## src/spg_pkg.sv

```systemverilog
// Shared types and fixed field widths for the Sobol point generator.
package spg_pkg;

    localparam int CMD_W       = 2;
    localparam int AMOUNT_W    = 32;
    localparam int DIM_FIELD_W = 4;
    localparam int BIT_FIELD_W = 5;
    localparam int DWORD_W     = 32;
    localparam int COUNT_W     = 5;
    localparam int POS_W       = 32;
    localparam int POS_IDX_W   = 5;
    localparam int FIFO_DEPTH  = 2;

    typedef enum logic [CMD_W-1:0] {
        CMD_NEXT      = 2'd0,
        CMD_RESET_POS = 2'd1,
        CMD_SKIP      = 2'd2,
        CMD_WRITE     = 2'd3
    } command_t;

    // Position and table strobes, valid in the cycle a beat is accepted
    typedef struct packed {
        logic pos_incr;
        logic pos_clear;
        logic pos_skip;
        logic tbl_write;
    } pos_cmd_t;

    // One table/state read issued by the controller
    typedef struct packed {
        logic valid;
        logic scan;
        logic first;
        logic final_op;
        logic last;
    } issue_t;

endpackage

```

## src/spg_controller.sv

```systemverilog
// Sequencer for the Sobol point generator: command decode and per-dimension read loop.
module spg_controller #(
    parameter int MAX_DIMENSIONS = 16,
    parameter int WORD_BITS      = 32,
    localparam int DIM_W = (MAX_DIMENSIONS > 1) ? $clog2(MAX_DIMENSIONS) : 1,
    localparam int BIT_W = $clog2(WORD_BITS)
) (
    input  logic                           clk,
    input  logic                           rst_n,
    input  logic                           in_valid,
    input  logic [spg_pkg::CMD_W-1:0]      command,
    output logic                           in_stall,
    input  logic                           cfg_write,
    input  logic [spg_pkg::COUNT_W-1:0]    cfg_data,
    input  logic                           space_ok,
    output spg_pkg::pos_cmd_t              pos_cmd,
    output spg_pkg::issue_t                issue,
    output logic [DIM_W-1:0]               issue_dim,
    output logic [BIT_W-1:0]               issue_bit
);
    import spg_pkg::*;

    typedef enum logic [4:0] {
        ST_IDLE = 5'b00001,
        ST_PREP = 5'b00010,
        ST_INCR = 5'b00100,
        ST_SCAN = 5'b01000,
        ST_DONE = 5'b10000
    } state_t;

    state_t               state_reg, state_next;
    logic [DIM_W-1:0]     dim_reg, dim_next;
    logic [BIT_W-1:0]     bit_reg, bit_next;
    logic [COUNT_W-1:0]   count_reg, count_next;
    logic                 dirty_reg, dirty_next;
    logic [DIM_W-1:0]     last_dim;
    logic                 dim_is_last;
    logic                 bit_is_last;

    // Clamp the dimension count to 1..MAX_DIMENSIONS
    always_comb
    begin
        if (count_reg == '0)
        begin
            last_dim = '0;
        end
        else if (int'(count_reg) > MAX_DIMENSIONS)
        begin
            last_dim = DIM_W'(MAX_DIMENSIONS - 1);
        end
        else
        begin
            last_dim = DIM_W'(count_reg - 1'b1);
        end
    end

    assign dim_is_last = (dim_reg == last_dim);
    assign bit_is_last = (bit_reg == BIT_W'(WORD_BITS - 1));
    assign in_stall    = (state_reg != ST_IDLE);
    assign issue_dim   = dim_reg;
    assign issue_bit   = bit_reg;

    // Next-state logic
    always_comb
    begin
        state_next = state_reg;
        dim_next   = dim_reg;
        bit_next   = bit_reg;
        count_next = count_reg;
        dirty_next = dirty_reg;
        pos_cmd    = '0;
        issue      = '0;

        // A count write invalidates the stored per-dimension values, unless it comes with the last read of a rebuild
        if (cfg_write)
        begin
            count_next = cfg_data;
            dirty_next = 1'b1;
        end

        unique case (state_reg)
            ST_IDLE:
            begin
                if (in_valid)
                begin
                    unique case (command)
                        CMD_NEXT:
                        begin
                            pos_cmd.pos_incr = 1'b1;
                            state_next       = ST_PREP;
                        end
                        CMD_RESET_POS:
                        begin
                            pos_cmd.pos_clear = 1'b1;
                            dirty_next        = 1'b1;
                        end
                        CMD_SKIP:
                        begin
                            pos_cmd.pos_skip = 1'b1;
                            dirty_next       = 1'b1;
                        end
                        default:
                        begin
                            pos_cmd.tbl_write = 1'b1;
                            dirty_next        = 1'b1;
                        end
                    endcase
                end
            end
            ST_PREP:
            begin
                dim_next   = '0;
                bit_next   = '0;
                state_next = dirty_reg ? ST_SCAN : ST_INCR;
            end
            ST_INCR:
            begin
                // One read per dimension: flip the single changed Gray bit
                issue.first    = 1'b1;
                issue.final_op = 1'b1;
                issue.last     = dim_is_last;
                if (space_ok)
                begin
                    issue.valid = 1'b1;
                    if (dim_is_last)
                    begin
                        state_next = ST_DONE;
                    end
                    else
                    begin
                        dim_next = dim_reg + 1'b1;
                    end
                end
            end
            ST_SCAN:
            begin
                // Full rebuild: walk every direction word of every active dimension
                issue.scan     = 1'b1;
                issue.first    = (bit_reg == '0);
                issue.final_op = bit_is_last;
                issue.last     = dim_is_last;
                if (!bit_is_last || space_ok)
                begin
                    issue.valid = 1'b1;
                    if (bit_is_last)
                    begin
                        bit_next = '0;
                        if (dim_is_last)
                        begin
                            state_next = ST_DONE;
                            dirty_next = 1'b0;
                        end
                        else
                        begin
                            dim_next = dim_reg + 1'b1;
                        end
                    end
                    else
                    begin
                        bit_next = bit_reg + 1'b1;
                    end
                end
            end
            ST_DONE:
            begin
                // Let the last state write land before the next beat
                state_next = ST_IDLE;
            end
            default:
            begin
                state_next = ST_IDLE;
            end
        endcase
    end

    // Control registers
    always_ff @(posedge clk or negedge rst_n)
    begin
        if (!rst_n)
        begin
            state_reg <= ST_IDLE;
            dim_reg   <= '0;
            bit_reg   <= '0;
            count_reg <= COUNT_W'(1);
            dirty_reg <= 1'b1;
        end
        else
        begin
            state_reg <= state_next;
            dim_reg   <= dim_next;
            bit_reg   <= bit_next;
            count_reg <= count_next;
            dirty_reg <= dirty_next;
        end
    end

endmodule

```

## config.mk

```make
export PLATFORM = sky130hd
export DESIGN_NAME = spg_controller
export DESIGN_NICKNAME = d
export VERILOG_FILES = /design/src/spg_pkg.sv /design/src/spg_controller.sv
export SDC_FILE = /design/constraint.sdc
export NUM_CORES = 1
export LEC_CHECK = 0
export BUFFER_PORTS_ARGS = -buffer_cell sky130_fd_sc_hd__buf_2
export CAP_MARGIN = 0
export CORE_ASPECT_RATIO = 0.75
export CORE_MARGIN = 3
export CORE_UTILIZATION = 35
export CTS_CLUSTER_SIZE = 28
export DETAILED_ROUTE_END_ITERATION = 16
export GPL_TIMING_DRIVEN = 0
export PLACE_DENSITY_LB_ADDON = 0.2
export SLEW_MARGIN = 20
export SYNTH_ARGS = -nofsm -noshare
export SYNTH_HDL_FRONTEND = slang
export SYNTH_SLANG_ARGS = --single-unit
```

## constraint.sdc

```tcl
create_clock -name clk -period 2.4 [get_ports clk]
set_clock_uncertainty 0.05 [all_clocks]
set_input_delay 0.48 -clock clk [delete_from_list [all_inputs] [get_ports clk]]
set_output_delay 0.48 -clock clk [all_outputs]
set_load 0.05 [all_outputs]
```

After elaboration in Yosys (flattened, before gate mapping)
Index checks and enable logic that the tools add are counted.
Cells by class
  add/sub/neg operators: 3
  magnitude comparators: 1
  equality and inequality tests: 14
  mux-type cells: 36
  reductions and logical operators: 11
Operator list (number)
  $mux W5: 8
  $mux W4: 9
  $pmux W5 S4: 1
  $mux W1: 13
  $pmux W4 S3: 1
  $logic_not A5 Y1: 2
  $pmux W5 S2: 1
  $ne A2 B2 Y1 const B: 4
  $pmux W3 S2: 1
  $add A5 B1 Y5 const B: 1
  $eq A5 B1 Y1 const B: 1
  $eq A5 B2 Y1 const B: 1
  $eq A5 B3 Y1 const B: 1
  $eq A5 B4 Y1 const B: 1
  $eq A5 B5 Y1 const B: 1
  $gt A5 B5 Y1 const B: 1
  $ne A5 B1 Y1 const B: 1
  $reduce_and A5 Y1: 1
  $add A4 B1 Y4 const B: 1
  $eq A4 B4 Y1: 1
  $pmux W1 S2: 2
  $reduce_and A4 Y1: 1
  $sub A4 B1 Y4 const B: 1
  $reduce_bool A3 Y1: 1
  9 further kinds: 9
Storage, ports and cells
  register bits: 20
  input port bits: 12
  output and inout port bits: 19
  word-level logic and storage cells: 70

Logic depth before layout (Yosys ltp)
Gate-level depths: netlist of run 1.
  depth in word-level cells: 8
  mapped depth: 9
  gate-level depth less buffers: 9

Worst setup path after synthesis of run 1
OpenSTA, ideal clock, no wires.
  kind: reg-to-output
  start point: register count_reg[0]
  end point: output issue[0] (netlist bit)
  arrival time: 2.314 ns
  data required time: 1.870 ns
  slack: -0.444 ns
  stages on the path, launching flop included: 8
  buffers on the path: 0
  cells stage by stage: dfstp_2 -> inv_1 -> ha_1 -> nor3b_2 -> maj3_2 -> xnor2_2 -> nand3_2 -> nor3_2
RTL lines
  from (decl): RTL line spg_controller.sv:34  | logic [COUNT_W-1:0] count_reg, count_next;
  from (signal assigned): RTL line spg_controller.sv:192  | count_reg <= count_next;
  to (decl): RTL line spg_controller.sv:17  | output spg_pkg::issue_t issue,

==> results.txt, run 1 <==
- Result of the run: complete, but fails checks
- The checks that failed: setup timing.
- Final hold violation count: 0
- Estimated wirelength of the detail-placed design: 2370 microns
* P per Cell Area: 564.5 nW/um^2
- Leak: 0.8070 nW
- TritonCTS created 3 clock buffers.
- Flops & latches, synth: 20
- The total area inside the core boundary comes to 3468 sq um.
* # diodes: 0
- Headroom to the max-slew limit came out at 0.6840.
- Wires add up to 3355 microns.
- Overall die area: 4599 sq um
* Clock tree from TritonCTS: yes
- VDD sags by at most 0.2387 mV.
- Slew @ Worst Pin: 0.4709 ns
- Vias in the first global route: 1191
* Cells taking the most area after synthesis: sky130_fd_sc_hd__dfrtp_1 (32%), sky130_fd_sc_hd__dfstp_2 (5.9%), sky130_fd_sc_hd__nand2_1 (5.1%)
- Clock H-tree levels: 1
- Of the total power, the share spent switching nets is 0.3781.
* Starting density of the core: 0.3849
- Timing analysis after detailed placement gives a worst setup slack of -0.2876 ns.
- In this run the tool buffered the top-level ports with 29 buffer cells.
- The number of antenna violations at the first check in global routing is 0.
- In this run, placement finished with an instance count of 227.
- Wire length per cell: 13.98 microns
* Max-cap violations: 0
- The cell count after synthesis came out at 148.
* Worst setup EP type: output port
* Startpoint-to-endpoint class of the critical path: register to output port
* Maximum clock path buffer count: 2
* Worst path arrival time: 2.16 ns
- The count of nets left with antenna violations once routing finished came out at 0.
- For this design, the CTS-stage hold fixing added 0 buffers.
- Number of standard cells in the layout, taps in and fillers out: 240
- Chip width: 77.32 microns
- Total track usage: 0.1600
- The cell sitting at the root of the clock tree is a sky130_fd_sc_hd__clkbuf_8.
- Final period util: 1.120
- Number of pins with negative max-slew slack in the final report: 0
- Entering global routing, the biggest net connects 21 pins.
* Shortest period the worst path allows: 2.687 ns
- Counting every net in the synthesized netlist gives 165.
- Share of the yosys chip area belonging to registers: 0.3777
- Number of distinct library cells after synthesis: 50
- In the post-synthesis netlist, the cell with the most instances is sky130_fd_sc_hd__nand2_1.
- Via count of the routed design: 1249
- Clock network power share: 0.229
- Of all cell types, the one taking the most synthesized area is sky130_fd_sc_hd__dfrtp_1.
* Number of DRC markers in iteration 0: 73
* Height of the chip: 59.49 microns
- The analysis attributes to net switching a power of 0.0003827 W.
- Total gr overflow: 0
* Share of total power in combinational logic: 0.364
- Worst Setup Start Kind: register
- Filler cell count in the final layout: 346
- From synthesis to final layout, the design area changed by 34.30%.
- Maximum fanout along the worst path: 4
* Top_reg_cell synth: sky130_fd_sc_hd__dfrtp_1
- DRC: 0
- The later pin in the worst-skew pair is clocked with a latency of 0.27 ns.
* Clock-pin slew of the registers on the worst-case setup and hold paths: 0.08 ns
- In this run the cell area of the synthesized design comes to 1335 sq um.
- Routability-driven placement finished with a final weighted congestion of 0.7742.
- Drt via density: 5.204
* Synthesized area per cell: 9.020 sq um
* Sinks on the clock net: 20
- Of the cells placed in the final design, the portion with a size suffix greater than 1 is 0.4053.
* Sequential fraction of design power: 0.408
- The first detailed-routing pass took 4 iterations.
- After the last flow step, the layout net total stands at 208.
- The initialized floorplan defines 18 standard-cell rows.
- Boundary pin count: 31
- Fmax: 372.1 MHz
* Total of endpoints with negative setup slack in the final report: 1
* Number of enable-type register cells in the synthesized netlist: 0
- Leading cell types by count after synthesis: sky130_fd_sc_hd__nand2_1 (18), sky130_fd_sc_hd__dfrtp_1 (17), sky130_fd_sc_hd__nor2_1 (12), sky130_fd_sc_hd__inv_1 (11), sky130_fd_sc_hd__o21ai_1 (8)
* Worst endpoint required time: 1.87 ns
- Ys Warns: 0
- RSZ-0062 raised after global routing: true
- Min-Delay Path Class: input pin to asynchronous set/reset pin
* Pint: 0.0006294 W
* Proportion of register bits with asynchronous set or reset after synthesis: 1.000
* Fraction of post-synthesis cell area in the top cell type by area: 0.3187
- Worst Setup Slack, final: -0.2872 ns
* First-pass GRT wire length: 5761 microns
cell families (layout without fill, tap and decap cells):
logic type | after synthesis | after routing | share of synthesized area
AO/OA/AOI/OAI | 34 | 34 | 0.1706
XOR/XNOR | 5 | 5 | 0.04406
adder cells (fa/ha/maj) | 7 | 7 | 0.06373
buffers and inverters | 13 | 55 | 0.03655
flip-flops | 20 | 20 | 0.3777
multiplexers | 2 | 2 | 0.01968
AND/OR/NAND/NOR | 67 | 67 | 0.2877
critical path, stage by stage (launching register included):
cell and delay (ns):
sky130_fd_sc_hd__dfstp_2 0.54, sky130_fd_sc_hd__inv_2 0.05, sky130_fd_sc_hd__ha_4 0.16, sky130_fd_sc_hd__nor3b_4 0.15, sky130_fd_sc_hd__maj3_2 0.34, sky130_fd_sc_hd__xor2_2 0.17
sky130_fd_sc_hd__nand3_2 0.13, sky130_fd_sc_hd__nor3_4 0.18, sky130_fd_sc_hd__buf_6 0.19
final timing paths:
kind / from / end / slack [ns] / cells past startpoint
worst min-delay path: rst_n / issue_dim[3]$_DFFE_PN0P_ / 0.1 / 1
worst max register to register: count_reg[0]$_DFFE_PN1P_ / issue_dim[3]$_DFFE_PN0P_ / 0.08 / 10
worst min register to register: issue_bit[3]$_DFFE_PN0P_ / issue_bit[3]$_DFFE_PN0P_ / 0.49 / 1
max in group asynchronous: rst_n / state_reg[0]$_DFFE_PN1P_ / 1.84 / 1
worst max-delay path: count_reg[0]$_DFFE_PN1P_ / issue[0] / -0.29 / 8
min in group clk: cfg_data[3] / count_reg[3]$_DFFE_PN0P_ / 0.37 / 3
layer usage:
layer,vias up,share of wire,GRT usage
li1,616,-,-
met1,595,0.48,0.2227
met2,36,0.45,0.2534
met3,2,0.066,0.04255
met4,0,0.0057,0.03046
met5,-,0,0
layout make-up:
class / count / area, sq um / area share
multi-input combinational: 115 / 892.1 / 0.4976
timing repair buffer: 38 / 237.7 / 0.1326
sequential: 20 / 506.7 / 0.2826
buffer: 1 / 3.754 / 0.002094
tap: 50 / 62.56 / 0.03489
inverter: 12 / 45.04 / 0.02512
clock buffer: 4 / 45.04 / 0.02512
stage by stage:
stage          setup TNS, ns  cell area [sq um]  utilization  hold slack, ns  total power, W
3_5_place_dp         -0.2876               1574       0.4538          0.4145       0.0007201
4_1_cts              -0.3341               1775       0.5119          0.1271        0.001000
3_3_place_gp         -0.2666               1574       0.4538          0.4117       0.0007130
6_report             -0.2872               1793       0.5170         0.09868        0.001012
2_1_floorplan        -0.1835               1366            -          0.1344       0.0006417
5_1_grt              -0.4289               1793       0.5170          0.1419        0.001071
placed cells by master (no fill, tap or decap), types with 3 or more instances in the layout:
cell type,instances
sky130_fd_sc_hd__nor3_2,3
sky130_fd_sc_hd__dfstp_2,3
sky130_fd_sc_hd__a21oi_1,3
sky130_fd_sc_hd__dfrtp_1,15
sky130_fd_sc_hd__nand2_1,17
sky130_fd_sc_hd__clkbuf_8,3
sky130_fd_sc_hd__nand3_1,5
sky130_fd_sc_hd__o21ai_0,6
sky130_fd_sc_hd__and3_4,3
sky130_fd_sc_hd__buf_2,25
sky130_fd_sc_hd__buf_4,9
sky130_fd_sc_hd__and3_1,3
sky130_fd_sc_hd__inv_1,10
sky130_fd_sc_hd__nor3_1,3
sky130_fd_sc_hd__nor2_1,10
sky130_fd_sc_hd__o21ai_1,8
sky130_fd_sc_hd__ha_4,3
power by group through the flow:
| stage | combinational [W] | clock [W] | sequential (W) |
|---|---|---|---|
| after CTS | 0.000351 | 0.000239 | 0.000410 |
| after global routing | 0.000401 | 0.000252 | 0.000418 |
| after global placement | 0.000299 | 0 | 0.000414 |
| after floorplan | 0.000156 | 0 | 0.000485 |
| final | 0.000368 | 0.000231 | 0.000413 |
| after detailed placement | 0.000303 | 0 | 0.000417 |
what timing repair did:
action                     in CTS  in global routing
setup buffers                  10                  2
pin swaps                       8                  7
resized for setup              19                  6
setup endpoints to repair       5                  6
No activity file was read; power rests on OpenSTA's default activity.
==> inputs of run 2 (changes only) <==
--- a/config.mk
+++ b/config.mk
@@ -8,7 +8,7 @@
 export BUFFER_PORTS_ARGS = -buffer_cell sky130_fd_sc_hd__buf_2
 export CAP_MARGIN = 0
 export CORE_ASPECT_RATIO = 0.75
-export CORE_MARGIN = 3
+export CORE_MARGIN = 4
 export CORE_UTILIZATION = 35
 export CTS_CLUSTER_SIZE = 28
 export DETAILED_ROUTE_END_ITERATION = 16
==> run 2 against run 1 <==
  * The flow still finishes with violations (setup timing)
  * Total power up 9.5%
  * Critical path type unchanged
  * Utilization down 1.8 points
  * Worst hold slack better by 0.0012 ns
  * Routed wire length up 3.6%
  * Worst setup slack worse by 0.020 ns
  * Global-route usage down 0.41 points
  * Sequential power about the same
==> results.txt, run 2 (same netlist as run 1, synthesis figures left out) <==
- First-pass GRT wire length: 5830 microns (was 5761 microns)
- NetSw: 0.0003873 W (was 0.0003827 W)
* Vias in the first global route: 1196 (was 1191)
- The proportion of total power due to net switching was 0.3494 (was 0.3781).
- The sequential group share of total power is 0.370 (was 0.408).
- The total power per unit cell area was 606.7 nW/um^2 (was 564.5 nW/um^2).
* Drt via density: 5.230 (was 5.204)
- Most frequent cells in the layout: sky130_fd_sc_hd__buf_2 (25), sky130_fd_sc_hd__nand2_1 (16), sky130_fd_sc_hd__dfrtp_1 (15), sky130_fd_sc_hd__inv_1 (10), sky130_fd_sc_hd__buf_4 (10) (was sky130_fd_sc_hd__buf_2 (25), sky130_fd_sc_hd__nand2_1 (17), sky130_fd_sc_hd__dfrtp_1 (15), sky130_fd_sc_hd__inv_1 (10), sky130_fd_sc_hd__nor2_1 (10))
- The pin count of the biggest net entering global routing came to 21 (unchanged).
* Number of antenna violations at the first check in global routing: 0 (unchanged)
* Count of input and output buffers: 29 (unchanged)
- Via count of the routed design: 1271 (was 1249)
- The first-pass iteration count of the detailed router came to 4 (unchanged).
* Peak supply drop: 0.3465 mV (was 0.2387 mV)
* Violations in the final reports: setup timing (unchanged)
- The root cell of the clock tree was sky130_fd_sc_hd__clkbuf_8 (unchanged).
- The routability congestion estimate was 0.8347 (was 0.7742).
* Maximum cell stage delay along the critical path: 0.54 ns (about the same)
- The clock tree from TritonCTS is yes (unchanged).
* Estimated wirelength of the detail-placed design: 2528 microns (was 2370 microns)
* Worst setup EP type: output port (unchanged)
* Layout net count: 209 (was 208)
* Leak: 0.8217 nW (was 0.8070 nW)
- Metal3 WL: 167 microns (was 221 microns)
* Final period util: 1.128 (was 1.120)
- The final global-route overflow total is 0 (unchanged).
- Fraction of layout instances using a drive strength above 1: 0.4241 (was 0.4053)
- Worst path arrival time: 2.18 ns (was 2.16 ns)
- The wire length the detailed router placed on met1 was 1649 microns (was 1617 microns).
- The area enclosed by the die boundary came to 4877 sq um (was 4599 sq um).
* Routed Antenna Nets: 0 (unchanged)
- Result of the run: complete, but fails checks (unchanged).
- Fmax: 369.4 MHz (was 372.1 MHz)
- The layout overhead on the synthesized area is 36.83% (was 34.30%).
* Wire length per cell: 14.30 microns (was 13.98 microns)
- The total placed cells including tap cells came to 229 (was 227).
* Number of standard cells in the layout, taps in and fillers out: 243 (was 240)
- Boundary pin count: 31 (unchanged)
* Met2 wirelength from detailed routing: 1629 microns (was 1497 microns)
* Top Metal Used: met4 (unchanged)
- Final hold violation count: 0 (unchanged)
- The type of the worst setup path is register to output port (unchanged).
- Hold bufs inserted after CTS: 0 (unchanged)
* Number of standard-cell rows in the floorplan: 19 (was 18)
- Number of DRC markers in iteration 0: 58 (was 73)
* Worst endpoint required time: 1.87 ns (about the same)
- Max-cap violations: 0 (unchanged)
* Clock-pin slew of the registers on the worst-case setup and hold paths: 0.08 ns (about the same)
- Core region area: 3661 sq um (was 3468 sq um)
- Share of total power in combinational logic: 0.317 (was 0.364)
* Min-Delay Path Class: input pin to asynchronous set/reset pin (unchanged)
- Sinks on the clock net: 20 (unchanged)
- Clock network power share: 0.313 (was 0.229)
- The detailed-route wire length came to 3476 microns (was 3355 microns).
- Worst Setup Start Kind: register (unchanged)
- Number of pins with negative max-slew slack in the final report: 0 (unchanged)
* Worst Hold Slack: 0.09988 ns (was 0.09868 ns)
* Pint: 0.0007210 W (was 0.0006294 W)
- The actual slew at the worst max-slew pin came to 0.5001 ns (was 0.4709 ns).
* RSZ-0062 raised after global routing: true (unchanged)
* Maximum clock path buffer count: 2 (unchanged)
- Worst Setup Slack, final: -0.3070 ns (was -0.2872 ns)
- R2r worst-path depth: 10 (unchanged)
- Shortest period the worst path allows: 2.707 ns (was 2.687 ns)
- Total track usage: 0.1559 (was 0.1600)
- The total area of multi-input combinational cells is 893.4 sq um (was 892.1 sq um).
- Register Area: 506.7 sq um (unchanged)
- The count of fill cells added during filler insertion is 352 (was 346).
- The worst slew slack as a fraction of its limit was 0.6644 (was 0.6840).
- The antenna diode instance count was 0 (unchanged).
- Height of the chip: 61.49 microns (was 59.49 microns)
- Layout Utilization: 0.4990 (was 0.5170)
- The initial core utilization came to 0.3647 (was 0.3849).
- The commonest non-fill, non-tap cell in the layout was sky130_fd_sc_hd__buf_2 (unchanged).
- Chip width: 79.32 microns (was 77.32 microns)
- The DRC violation count after routing was 0 (unchanged).
* Clk_lat worst skew: 0.27 ns (about the same)
- Highest-delay cell along the critical path: sky130_fd_sc_hd__dfstp_2 (unchanged)
- The CTS buffer count was 3 (unchanged).
* Clock H-tree levels: 1 (unchanged)
* Maximum fanout along the worst path: 4 (unchanged)
- Total of endpoints with negative setup slack in the final report: 1 (unchanged)
* Cells along the critical path: inv_2, ha_4, nor3b_4, maj3_2, xor2_2, nand3_2, nor3_4, buf_6 (unchanged)
[run 2: power groups by stage]
stage / logic (W) / clock network (W) / registers, W
global placement: 0.000297 / 0 / 0.000417
finish: 0.000352 / 0.000347 / 0.000410
CTS: 0.000342 / 0.000354 / 0.000408
detailed placement: 0.000303 / 0 / 0.000418
global route: 0.000382 / 0.000367 / 0.000415
floorplan: 0.000156 / 0 / 0.000485
[run 2: routing by layer]
metal | track usage | vias up
met5 | 0 | -
li1 | - | 619
met3 | 0.03947 | 4
met4 | 0.04167 | 0
met1 | 0.2097 | 616
met2 | 0.2542 | 32
[run 2: metrics by stage]
step	area, sq um	setup TNS, ns	setup WS, ns	total power, W
5_1_grt	1827	-0.6220	-0.4537	0.001165
6_report	1827	-0.3070	-0.3070	0.001108
3_3_place_gp	1577	-0.2739	-0.2739	0.0007138
2_1_floorplan	1366	-0.1835	-0.1835	0.0006417
4_1_cts	1773	-0.3728	-0.3728	0.001104
3_5_place_dp	1577	-0.3201	-0.3201	0.0007206
[run 2: path summary, 6_finish.rpt]
path / startpoint / slack, ns / end
max: count_reg[0]$_DFFE_PN1P_ / -0.31 / issue[0]
min: rst_n / 0.1 / count_reg[3]$_DFFE_PN0P_
max reg2reg: count_reg[0]$_DFFE_PN1P_ / 0 / issue_dim[1]$_DFFE_PN0P_
min reg2reg: issue_bit[3]$_DFFE_PN0P_ / 0.51 / issue_bit[3]$_DFFE_PN0P_
max in group asynchronous: rst_n / 1.86 / issue_bit[0]$_DFFE_PN0P_
min in group clk: cfg_data[1] / 0.36 / count_reg[1]$_DFFE_PN0P_
[run 2: area by class of cell]
type	instances	area share
Buffer	1	0.002055
Clock buffer	3	0.02260
Clock inverter	1	0.01644
Inverter	12	0.02466
Multi-Input combinational cell	115	0.4890
Sequential cell	20	0.2774
Tap cell	52	0.03562
Timing Repair Buffer	39	0.1322
[run 2: repair_timing]
item / CTS / global route
buffers inserted: 8 / 2
gates resized for setup: 18 / 8
pin swaps: 5 / 4
endpoints found under the setup margin: 5 / 8
gates cloned: 0 / 0
[run 2: worst max-delay path: cells and delay by family (launching register included)]
kind,cells,cell delay (ns)
DFF,1,0.54
adders and majority gates,2,0.49
and+or+nand+nor,3,0.45
buffers and inverters,2,0.24
xor gates and xnor gates,1,0.19
